<file path="config.mk">
export PLATFORM = sky130hd
export DESIGN_NAME = cau_div_step
export DESIGN_NICKNAME = d
export VERILOG_FILES = /design/src/design/cau_pkg.sv /design/src/design/cau_div_step.sv
export SDC_FILE = /design/constraint.sdc
export NUM_CORES = 1
export LEC_CHECK = 0
export BUFFER_PORTS_ARGS = -buffer_cell sky130_fd_sc_hd__clkbuf_2
export CELL_PAD_IN_SITES_DETAIL_PLACEMENT = 1
export CELL_PAD_IN_SITES_GLOBAL_PLACEMENT = 2
export CORE_AREA = 8 8 300 302
export DETAILED_ROUTE_END_ITERATION = 16
export DIE_AREA = 0 0 308 310
export GPL_TIMING_DRIVEN = 0
export HOLD_SLACK_MARGIN = 0.1
export PLACE_DENSITY = 0.65
export SLEW_MARGIN = 5
export SYNTH_ARGS = -nofsm -noshare
export SYNTH_HDL_FRONTEND = slang
export SYNTH_SLANG_ARGS = --single-unit
</file>
<file path="constraint.sdc">
create_clock -name clk -period 9.2 [get_ports clk]
set_clock_uncertainty 0.1 [all_clocks]
set_input_delay 0.46 -clock clk [delete_from_list [all_inputs] [get_ports clk]]
set_output_delay 0.46 -clock clk [all_outputs]
set_load 0.1 [all_outputs]
</file>
<file path="src/design/cau_pkg.sv">
// shared types, widths, opcodes and saturation helper for the complex arithmetic unit
// no dependencies
package cau_pkg;

  localparam int DW = 32;
  localparam int FB = 16;
  localparam int PW = 2 * DW;
  localparam int SW = 2 * DW + 1;
  localparam int NW = PW + FB;

  localparam logic [1:0] OP_ADD = 2'd0;
  localparam logic [1:0] OP_SUB = 2'd1;
  localparam logic [1:0] OP_MUL = 2'd2;
  localparam logic [1:0] OP_DIV = 2'd3;

  localparam logic [DW-1:0] MAXV = {1'b0, {(DW-1){1'b1}}};
  localparam logic [DW-1:0] MINV = {1'b1, {(DW-1){1'b0}}};

  typedef struct packed {
    logic [1:0]           req_type;
    logic signed [DW-1:0] a_re;
    logic signed [DW-1:0] a_im;
    logic signed [DW-1:0] b_re;
    logic signed [DW-1:0] b_im;
  } in_t;

  typedef struct packed {
    logic signed [DW-1:0] res_re;
    logic signed [DW-1:0] res_im;
    logic                 overflow;
    logic                 div_by_zero;
  } out_t;

  typedef struct packed {
    logic          is_div;
    logic          dz;
    logic          neg_re;
    logic          neg_im;
    logic          ovf_re;
    logic          ovf_im;
    logic [PW-1:0] rem_re;
    logic [PW-1:0] rem_im;
    logic [DW-1:0] num_re;
    logic [DW-1:0] num_im;
    logic [DW-1:0] q_re;
    logic [DW-1:0] q_im;
    logic [PW-1:0] den;
    logic [DW-1:0] res_re;
    logic [DW-1:0] res_im;
    logic          ovf;
  } div_t;

  // returns {overflow, saturated value}
  function automatic logic [DW:0] sat_fn(input logic signed [SW-1:0] v);
    logic [SW-DW:0] hi;
    logic [DW:0]    r;
    hi = v[SW-1:DW-1];
    if ((hi == '0) || (hi == '1)) begin
      r = {1'b0, v[DW-1:0]};
    end else if (v[SW-1]) begin
      r = {1'b1, MINV};
    end else begin
      r = {1'b1, MAXV};
    end
    return r;
  endfunction

endpackage

</file>
<file path="src/design/cau_div_step.sv">
// one quotient bit of the pipelined long division, both result parts
// depends on cau_pkg
module cau_div_step (
  input  logic          clk,
  input  logic          rst_n,
  input  logic          adv,
  input  logic          in_vld,
  input  cau_pkg::div_t in_data,
  output logic          out_vld,
  output cau_pkg::div_t out_data
);

  logic                   vld_r;
  cau_pkg::div_t          pay_r, pay_nxt;
  logic [cau_pkg::PW:0]   r_re, r_im, d_x;
  logic                   b_re, b_im;

  always_comb begin
    d_x  = {1'b0, in_data.den};
    r_re = {in_data.rem_re, in_data.num_re[cau_pkg::DW-1]};
    r_im = {in_data.rem_im, in_data.num_im[cau_pkg::DW-1]};
    b_re = (r_re >= d_x);
    b_im = (r_im >= d_x);
    pay_nxt        = in_data;
    pay_nxt.rem_re = b_re ? cau_pkg::PW'(r_re - d_x) : r_re[cau_pkg::PW-1:0];
    pay_nxt.rem_im = b_im ? cau_pkg::PW'(r_im - d_x) : r_im[cau_pkg::PW-1:0];
    pay_nxt.num_re = {in_data.num_re[cau_pkg::DW-2:0], 1'b0};
    pay_nxt.num_im = {in_data.num_im[cau_pkg::DW-2:0], 1'b0};
    pay_nxt.q_re   = {in_data.q_re[cau_pkg::DW-2:0], b_re};
    pay_nxt.q_im   = {in_data.q_im[cau_pkg::DW-2:0], b_im};
  end

  always_ff @(posedge clk) begin
    if (!rst_n) begin
      vld_r <= 1'b0;
    end else if (adv) begin
      vld_r <= in_vld;
    end
  end

  always_ff @(posedge clk) begin
    if (adv) begin
      pay_r <= pay_nxt;
    end
  end

  assign out_vld  = vld_r;
  assign out_data = pay_r;

endmodule

</file>
==> metrics.csv, run 1 <==
stage,metric,value,unit
placement,dpl.hpwl,91300,um
worst_setup_path,cp-endpoint,out_data[349],
synthesis,synth-async-reset-ratio,0,%
global_route,grt_pass1_wl,157000,um
worst_setup_path,startpoint,in_data[84],
sta,postLayoutSetupSlackWorst,3.07,ns
route,dr.pass1.iters,5,
worst_setup_path,r2r_cells,3,
global_route,grt_use_total,22.4,%
synthesis,synth_cells,1833,
die,die_h,310,um
sta,fmax,163,MHz
worst_setup_path,critPathCaptureType,flop,
sta,post-route-period-util,66.6,%
worst_setup_path,r2r-end,out_vld,
worst_setup_path,start_kind,input port,
die,die-width,308,um
route,wire_per_inst,26.7,um
route,vias_per_cell,4.68,
worst_setup_path,r2r_setup_slack,7.93,ns
clocking,cts_tree,done,
die,core_area,85700,um^2
die,initial_core_util,24.2,%
sta,finalSetupViolCount,0,
placement,gp_congestion,0.947,
synthesis,ys.flop_type,edfxtp_1,
worst_setup_path,crit_fanout,10,
clocking,clkSinkCount,390,
route,routed_wl,112000,um
synthesis,yosysSeqAreaShare,56.4,%
die,die_area,95500,um^2
synthesis,ys_warn_count,0,
placement,dpl_worst_slack,2.92,ns
route,drtIter0Drc,893,
sta,relSlewSlack,2.38,%
pwr,power,6.83,mW
sta,grt_setup_unrepaired,no,
layout,layout-drive-gt1-share,29.8,%
worst_setup_path,r2r_start,out_vld,
clocking,cts.clk_slew.worst_paths,0.06,ns
synthesis,synth-seq-cells,390,
clocking,clk_path_buf_depth,3,
sta,hold_violations,0,
global_route,grt_pass1_vias,21080,
placement,place_area,26200,um^2
clocking,cts_resized,0,
pwr,irDropWorstVdd,0.151,mV
die,io_pins,787,
clocking,cts_root_buf,clkbuf_16,
worst_setup_path,cp.required,9.43,ns
synthesis,ys_types,74,
layout,area_growth,49.2,%
global_route,antenna_found_initial,26,
placement,placement.io_buffers,782,
layout,nets,3509,
clocking,htree_levels,2,
layout,final_area,30900,um^2
clocking,cts_made_buffers,49,
route,vias,19609,
outcome,violations,max-capacitance violations,
min_path,hold_class,in2reg,
sta,slew_viol_final,0,
synthesis,synth_edf_count,389,
worst_setup_path,cp.arrival,6.36,ns
pwr,p_leak,13.6,nW
sta,min_period,6.13,ns
min_path,holdPathStages,3,
pwr,powerDensity,221,nW/um^2
route,ant_nets,0,
global_route,grt_max_degree,106,
die,row_count,108,
outcome,status,finished with violations,
synthesis,syn_avg_cell_area,11.3,um^2
global_route,grt_overflow_total,0,
clocking,clk_latency,0.59,ns
route,drc,0,
worst_setup_path,path_class,in2reg,
sta,tightest_slew,1.43,ns
sta,final.setup.tns,0,ns
synthesis,syn_area,20700,um^2
run,max_cap_viol_count,1,
## report_power, final
part | internal [mW] | switching, mW | leakage (nW)
Sequential | 2.19 | 0.0600 | 3.82
Combinational | 0.546 | 2.11 | 8.99
Clock | 1.11 | 0.813 | 0.752
## how the worst min path moves through the flow
stage | slack [ns] | endpoint | startpoint
finish | 0.13 | out_data[368] | in_data[367]
global route | 0.12 | out_data[278] | in_data[277]
CTS | 0.10 | out_data[368] | in_data[367]
detailed placement | 0.42 | out_vld | out_vld
global placement | 0.40 | out_vld | out_vld
floorplan | 0.46 | out_data[0] | in_data[0]
## routing by layer
metal	track usage [%]	vias up	part of all wire [%]
li1	-	9136	-
met1	25.3	9701	39
met2	41.1	598	51
met3	4.82	154	5.7
met4	8.36	20	4.2
met5	0	-	0.11
## placed cells by master, fill, tap and decap left out, types with 11 or more instances in the layout
| cell | netlist | final |
|---|---|---|
| clkbuf_2 | 0 | 781 |
| and2_1 | 12 | 12 |
| nand2b_1 | 16 | 16 |
| ha_1 | 128 | 128 |
| o21a_1 | 14 | 14 |
| a21boi_0 | 11 | 11 |
| diode_2 | 0 | 14 |
| a21o_1 | 83 | 83 |
| o21bai_1 | 18 | 18 |
| edfxtp_1 | 389 | 389 |
| a31oi_1 | 21 | 21 |
| dlygate4sd3_1 | 0 | 313 |
| nor2_1 | 159 | 159 |
| nor3_1 | 14 | 14 |
| nand4_1 | 33 | 33 |
| xor2_1 | 56 | 56 |
| and3_1 | 17 | 17 |
| nor2b_1 | 12 | 12 |
| nand2_1 | 128 | 128 |
| buf_2 | 12 | 12 |
| xnor2_1 | 59 | 59 |
| clkbuf_16 | 0 | 50 |
| nand3_1 | 22 | 22 |
| a21oi_1 | 237 | 237 |
| o21ai_0 | 102 | 102 |
| inv_1 | 88 | 88 |
| clkbuf_1 | 53 | 68 |
## cells in the mapped netlist, drive strengths merged (16+ instances only)
| master | n | area, um^2 |
|---|---|---|
| o21ai | 107 | 536 |
| inv | 90 | 338 |
| a21oi | 238 | 1190 |
| a21o | 83 | 623 |
| nor2 | 159 | 597 |
| nand3 | 22 | 110 |
| edfxtp | 389 | 11700 |
| and3 | 17 | 106 |
| ha | 128 | 1600 |
| xor2 | 56 | 490 |
| xnor2 | 59 | 517 |
| clkbuf | 53 | 199 |
| a31oi | 21 | 131 |
| nand2b | 16 | 100 |
| nand4 | 33 | 206 |
| nand2 | 128 | 480 |
| buf | 25 | 176 |
| o21bai | 18 | 135 |
## through the flow
stage          instances  util (%)  hold slack (ns)
2_1_floorplan       1834         -            0.459
3_3_place_gp        3771      30.5            0.400
3_5_place_dp        3775      30.6            0.424
4_1_cts             4176      36.1            0.100
5_1_grt             4186      36.1            0.119
6_report            4190      36.1            0.134
## critical path, cell delays in order
cell and delay, ns:
dlygate4sd3_1 0.54, clkbuf_2 0.11, inv_1 0.07, ha_1 0.27
clkbuf_1 0.35, nand4_1 0.37, or4_1 0.63, o41ai_2 0.70
o211ai_1 0.41, a21oi_1 0.47, o21ai_1 0.26, o21a_2 0.36
inv_2 0.42, buf_4 0.44, buf_2 0.32, a21oi_1 0.11
## logic make-up after synthesis
family / after synthesis / synth area share (%)
compound gates: 563 / 16.5
xor+xnor: 115 / 4.86
fa+ha+maj: 130 / 7.91
buf+inv: 168 / 3.44
flops: 390 / 56.4
mux: 13 / 0.676
other cells: 1 / 0.0181
simple gates: 453 / 10.2
## registers in the layout (all words and copies together), names as in the netlist
signal	flops
out_vld	1
out_data	389
## final cells by class
type,count,area (um^2)
Buffer,78,375
Fill cell,9788,54700
Sequential cell,390,11700
Clock inverter,23,245
Multi-Input combinational cell,1276,8330
Timing Repair Buffer,1099,7170
Antenna cell,14,35.0
Clock buffer,65,1310
Tap cell,1155,1450
Inverter,90,338
## timing repair
action | CTS | global route
buffers inserted | 0 | 0
endpoints found under the setup margin | 0 | 0
hold buffers | 313 | 0
endpoints found under the hold margin | 312 | 0
Power figures use the tool's default switching activity.
==> inputs of run 2 (changes only) <==
--- a/config.mk
+++ b/config.mk
@@ -8,12 +8,12 @@
 export BUFFER_PORTS_ARGS = -buffer_cell sky130_fd_sc_hd__clkbuf_2
 export CELL_PAD_IN_SITES_DETAIL_PLACEMENT = 1
 export CELL_PAD_IN_SITES_GLOBAL_PLACEMENT = 2
-export CORE_AREA = 8 8 300 302
+export CORE_AREA = 8 8 298 300
 export DETAILED_ROUTE_END_ITERATION = 16
-export DIE_AREA = 0 0 308 310
+export DIE_AREA = 0 0 306 308
 export GPL_TIMING_DRIVEN = 0
 export HOLD_SLACK_MARGIN = 0.1
-export PLACE_DENSITY = 0.65
+export PLACE_DENSITY = 0.68
 export SLEW_MARGIN = 5
 export SYNTH_ARGS = -nofsm -noshare
 export SYNTH_HDL_FRONTEND = slang
==> constraint.sdc (replaced) <==
create_clock -name clk -period 5.2 [get_ports clk]
set_clock_uncertainty 0.1 [all_clocks]
set_input_delay 0.26 -clock clk [delete_from_list [all_inputs] [get_ports clk]]
set_output_delay 0.26 -clock clk [all_outputs]
set_load 0.1 [all_outputs]
==> metrics.csv, run 2 (synthesis results as in run 1) <==
stage,metric,value,unit
worst_setup_path,cp.arrival,5.14,ns
die,row_count,107,
global_route,grt_use_total,23.1,%
layout,final-seq-area,11700,um^2
clocking,cts.clk_slew.worst_paths,0.06,ns
die,die_area,94200,um^2
clocking,cts_tree,done,
layout,final_cell_mix,"781 x clkbuf_2, 389 x dlygate4sd3_1, 389 x edfxtp_1",
global_route,grt_overflow_total,0,
route,dr.pass1.iters,5,
global_route,grt_pass1_vias,21560,
route,vias,19987,
worst_setup_path,cp.required,5.43,ns
placement,gp_congestion,0.947,
sta,grt_setup_unrepaired,no,
route,drc,0,
layout,layout-drive-gt1-share,29.4,%
clocking,clk_path_buf_depth,3,
pwr,p_leak,13.9,nW
route,drtIter0Drc,894,
worst_setup_path,start_kind,input port,
pwr,irDropWorstVdd,0.269,mV
sta,tightest_slew,1.20,ns
outcome,status,finished with violations,
layout,area_growth,53.1,%
min_path,hold_class,in2reg,
worst_setup_path,crit_fanout,4,
outcome,violations,negative hold slack,
sta,post-route-period-util,94.4,%
route,wire_per_inst,27.0,um
die,die_h,308,um
sta,fmax,204,MHz
layout,largest_reg_flops,389,
clocking,cts_root_buf,clkbuf_16,
sta,relSlewSlack,19.3,%
clocking,clkSinkCount,390,
worst_setup_path,critPathCaptureType,flop,
pwr,powerDensity,388,nW/um^2
placement,dpl.hpwl,92100,um
layout,finalCoreUtilization,37.7,%
global_route,antenna_found_initial,20,
route,routed_wl,114000,um
sta,hold_violations,1,
layout,fill_cells,9527,
layout,multi_input_area,8370,um^2
die,io_pins,787,
layout,nets,3587,
placement,placement.io_buffers,782,
clocking,clk_latency,0.59,ns
die,initial_core_util,24.6,%
route,ant_nets,0,
clocking,cts_made_buffers,50,
clocking,ctsHoldBuffers,389,
die,core_area,84200,um^2
global_route,grt_max_degree,107,
route,vias_per_cell,4.76,
sta,hold_ws,-0.0413,ns
worst_setup_path,path_class,in2reg,
global_route,grt_pass1_wl,160000,um
clocking,htree_levels,2,
sta,finalSetupViolCount,0,
run,max_cap_viol_count,0,
die,die-width,306,um
layout,layout_commonest_cell,clkbuf_2,
sta,slew_viol_final,0,
sta,min_period,4.91,ns
-- run 2: layout make-up --
type | count | share of cell area, %
sequential | 390 | 36.8
clock inverter | 24 | 1.05
tap | 1090 | 4.29
multi-input combinational | 1276 | 26.4
timing repair buffer | 1176 | 25.0
inverter | 90 | 1.07
antenna | 16 | 0.126
clock buffer | 62 | 4.08
buffer | 78 | 1.18
-- run 2: power by group --
group          internal [mW]  switching (mW)
Clock                   2.12            1.46
Combinational           1.01            3.76
Sequential              3.87           0.114
Total                   7.00            5.33
-- run 2: metal layers --
| layer | track usage [%] | vias to the layer above | share of wire [%] |
|---|---|---|---|
| met1 | 25.9 | 9905 | 39 |
| li1 | - | 9291 | - |
| met2 | 42.1 | 609 | 51 |
| met3 | 4.79 | 170 | 5.3 |
| met5 | 0 | - | 0.079 |
| met4 | 9.73 | 12 | 4.9 |
-- run 2: final timing paths --
check | slack, ns | cells after the start | to | start
max | 0.29 | 15 | out_data[381] | in_data[321]
min reg2reg | 0.97 | 3 | out_vld | out_vld
min | -0.04 | 3 | out_data[321] | in_data[256]
max reg2reg | 3.96 | 3 | out_vld | out_vld
-- run 2: metrics by stage --
stage	cells	setup slack (ns)	power (mW)	setup TNS (ns)	cell area, um^2
global route	4194	0.0375	12.7	0	31700
global placement	3706	-3.23	8.57	-1237.16	26000
detailed placement	3710	-0.943	8.55	-52.37	26100
CTS	4185	0.00205	12.5	0	31700
floorplan	1834	1.82	7.39	0	20700
finish	4202	0.289	12.3	0	31800
-- run 2: critical path: stages --
cell           delay [ns]
clkbuf_2             0.10
dlygate4sd3_1        0.55
inv_1                0.06
fa_1                 0.43
nor2b_1              0.20
o2111ai_1            0.16
nand2_1              0.14
a31oi_1              0.17
o32ai_1              0.64
a211oi_2             0.36
o21ai_0              0.97
a31oi_1              0.38
o21ai_0              0.31
xor2_1               0.10
mux2_2               0.28
-- run 2: what timing repair did --
item	CTS	global route
setup buffers	0	1
setup endpoints to repair	55	58
gates resized for setup	2	6
hold endpoints to repair	387	1
pin swaps	0	1
==> inputs of run 3 (changes only) <==
--- a/config.mk
+++ b/config.mk
@@ -11,7 +11,6 @@
 export CORE_AREA = 8 8 298 300
 export DETAILED_ROUTE_END_ITERATION = 16
 export DIE_AREA = 0 0 306 308
-export GPL_TIMING_DRIVEN = 0
 export HOLD_SLACK_MARGIN = 0.1
 export PLACE_DENSITY = 0.68
 export SLEW_MARGIN = 5
==> metrics.csv, run 3 (synthesis results as in run 1) <==
stage,metric,value,unit
worst_setup_path,r2r_setup_slack,3.91,ns
clocking,cts.clk_slew.worst_paths,0.05,ns
worst_setup_path,start_kind,input port,
pwr,pwr-share-clk,27.5,%
layout,final_area,31400,um^2
clocking,clk_latency,0.59,ns
worst_setup_path,cp.required,5.42,ns
route,ant_nets,0,
layout,largest_reg_flops,389,
worst_setup_path,path_class,in2reg,
worst_setup_path,crit_fanout,31,
clocking,clk_path_buf_depth,3,
pwr,powerDensity,383,nW/um^2
global_route,grt_use_total,22.2,%
route,drc,0,
sta,final.setup.tns,0,ns
layout,final_cells,4150,
placement,dpl.hpwl,88200,um
route,vias_per_cell,4.75,
placement,placement.io_buffers,782,
worst_setup_path,critPathCaptureType,flop,
run,max_cap_viol_count,0,
layout,nets,3535,
placement,dpl_worst_slack,0.500,ns
route,vias,19701,
layout,layout-drive-gt1-share,29.7,%
outcome,status,finished clean,
clocking,cts_root_buf,clkbuf_16,
worst_setup_path,path_cells,"dlygate4sd3_1, clkbuf_2, inv_1, ha_1, a21oi_1, o211ai_1, a211oi_1, nor2_1, or4b_1, o211ai_1, a21oi_1, o21ai_1, o21a_2, clkinv_2, buf_12, buf_4, nor2_1, a21oi_1",
clocking,cts_made_buffers,47,
die,die_area,94200,um^2
pwr,switchingPower,5.24,mW
worst_setup_path,cpMostUsedCell,a21oi_1,
pwr,p_comb_share,39.3,%
pwr,irDropWorstVdd,0.237,mV
route,dr.pass1.iters,5,
layout,fill_cells,9475,
sta,finalSetupViolCount,0,
die,core_area,84200,um^2
layout,final_cell_mix,"781 x clkbuf_2, 389 x edfxtp_1, 388 x dlygate4sd3_1",
die,row_count,107,
global_route,grt_max_degree,116,
min_path,hold_class,in2reg,
sta,slew_viol_final,0,
sta,hold_violations,0,
sta,relSlewSlack,29.4,%
layout,final-seq-area,11700,um^2
worst_setup_path,crit_buf_inv,6,
layout,area_growth,51.5,%
sta,hold_ws,0.0994,ns
route,routed_wl,110000,um
sta,min_period,4.69,ns
worst_setup_path,crit_family,compound AO/OA/AOI/OAI gates,
global_route,grt_pass1_wl,155000,um
route,wire_per_inst,26.4,um
clocking,clkSinkCount,390,
die,die_h,308,um
clocking,htree_levels,2,
layout,multi_input_area,8340,um^2
placement,place_area,26000,um^2
clocking,cts_resized,0,
die,die-width,306,um
pwr,pwr-share-seq,33.2,%
sta,postLayoutSetupSlackWorst,0.512,ns
pwr,internal_power,6.80,mW
pwr,p_leak,13.8,nW
global_route,grt_pass1_vias,21250,
global_route,grt_overflow_total,0,
worst_setup_path,critical-path-max-stage-delay,0.57,ns
die,io_pins,787,
pwr,power,12.0,mW
placement,dp_cells,3663,
die,initial_core_util,24.6,%
worst_setup_path,cpMaxStageDelayCell,o211ai_1,
global_route,antenna_found_initial,19,
placement,gp_congestion,0.944,
layout,finalCoreUtilization,37.3,%
layout,layout_commonest_cell,clkbuf_2,
sta,grt_setup_unrepaired,no,
sta,fmax,213,MHz
pwr,switching_share,43.6,%
route,drtIter0Drc,1035,
worst_setup_path,cp.arrival,4.91,ns
clocking,cts_tree,done,
sta,post-route-period-util,90.2,%
sta,tightest_slew,1.05,ns
run 3: cell types whose count changed in the layout (fill, tap and decap cells not counted), moves of 4 or more:
cell / before / now
buf_6: 6 / 0
buf_4: 7 / 29
buf_2: 12 / 0
clkbuf_1: 65 / 16
buf_12: 0 / 6
buf_16: 4 / 0
run 3: area by class of cell:
cell class                 instances  area share [%]
multi-input combinational       1276            26.5
antenna                           13           0.104
clock inverter                    21           0.741
clock buffer                      65            4.02
inverter                          90            1.08
sequential                       390            37.2
tap                             1090            4.34
timing repair buffer            1205            25.9
run 3: final timing paths:
| check | start | endpoint | cells past startpoint |
|---|---|---|---|
| worst max-delay path | in_data[79] | out_data[335] | 18 |
| worst min-delay path | adv | out_data[234] | 1 |
| worst max register to register | out_vld | out_vld | 3 |
| worst min register to register | out_vld | out_vld | 3 |
run 3: power groups by stage:
stage               sequential, mW  clock (mW)  combinational [mW]
finish                        4.00        3.31                4.73
CTS                           4.00        3.39                4.76
floorplan                     6.40           0               0.987
global placement              4.06           0                4.45
detailed placement            4.06           0                4.48
global route                  4.03        3.50                4.94
run 3: what timing repair did:
| item | CTS | global route |
|---|---|---|
| hold buffers | 388 | 0 |
| setup buffers | 0 | 0 |
| hold endpoints to repair | 387 | 0 |
run 3: layer usage:
metal  track usage, %  share of wire, %  vias to the layer above
met5                0             0.047                        -
met4             10.8               5.5                        8
met3             4.57               5.3                      163
met2             39.9                50                      656
met1             25.0                39                     9675
li1                 -                 -                     9199
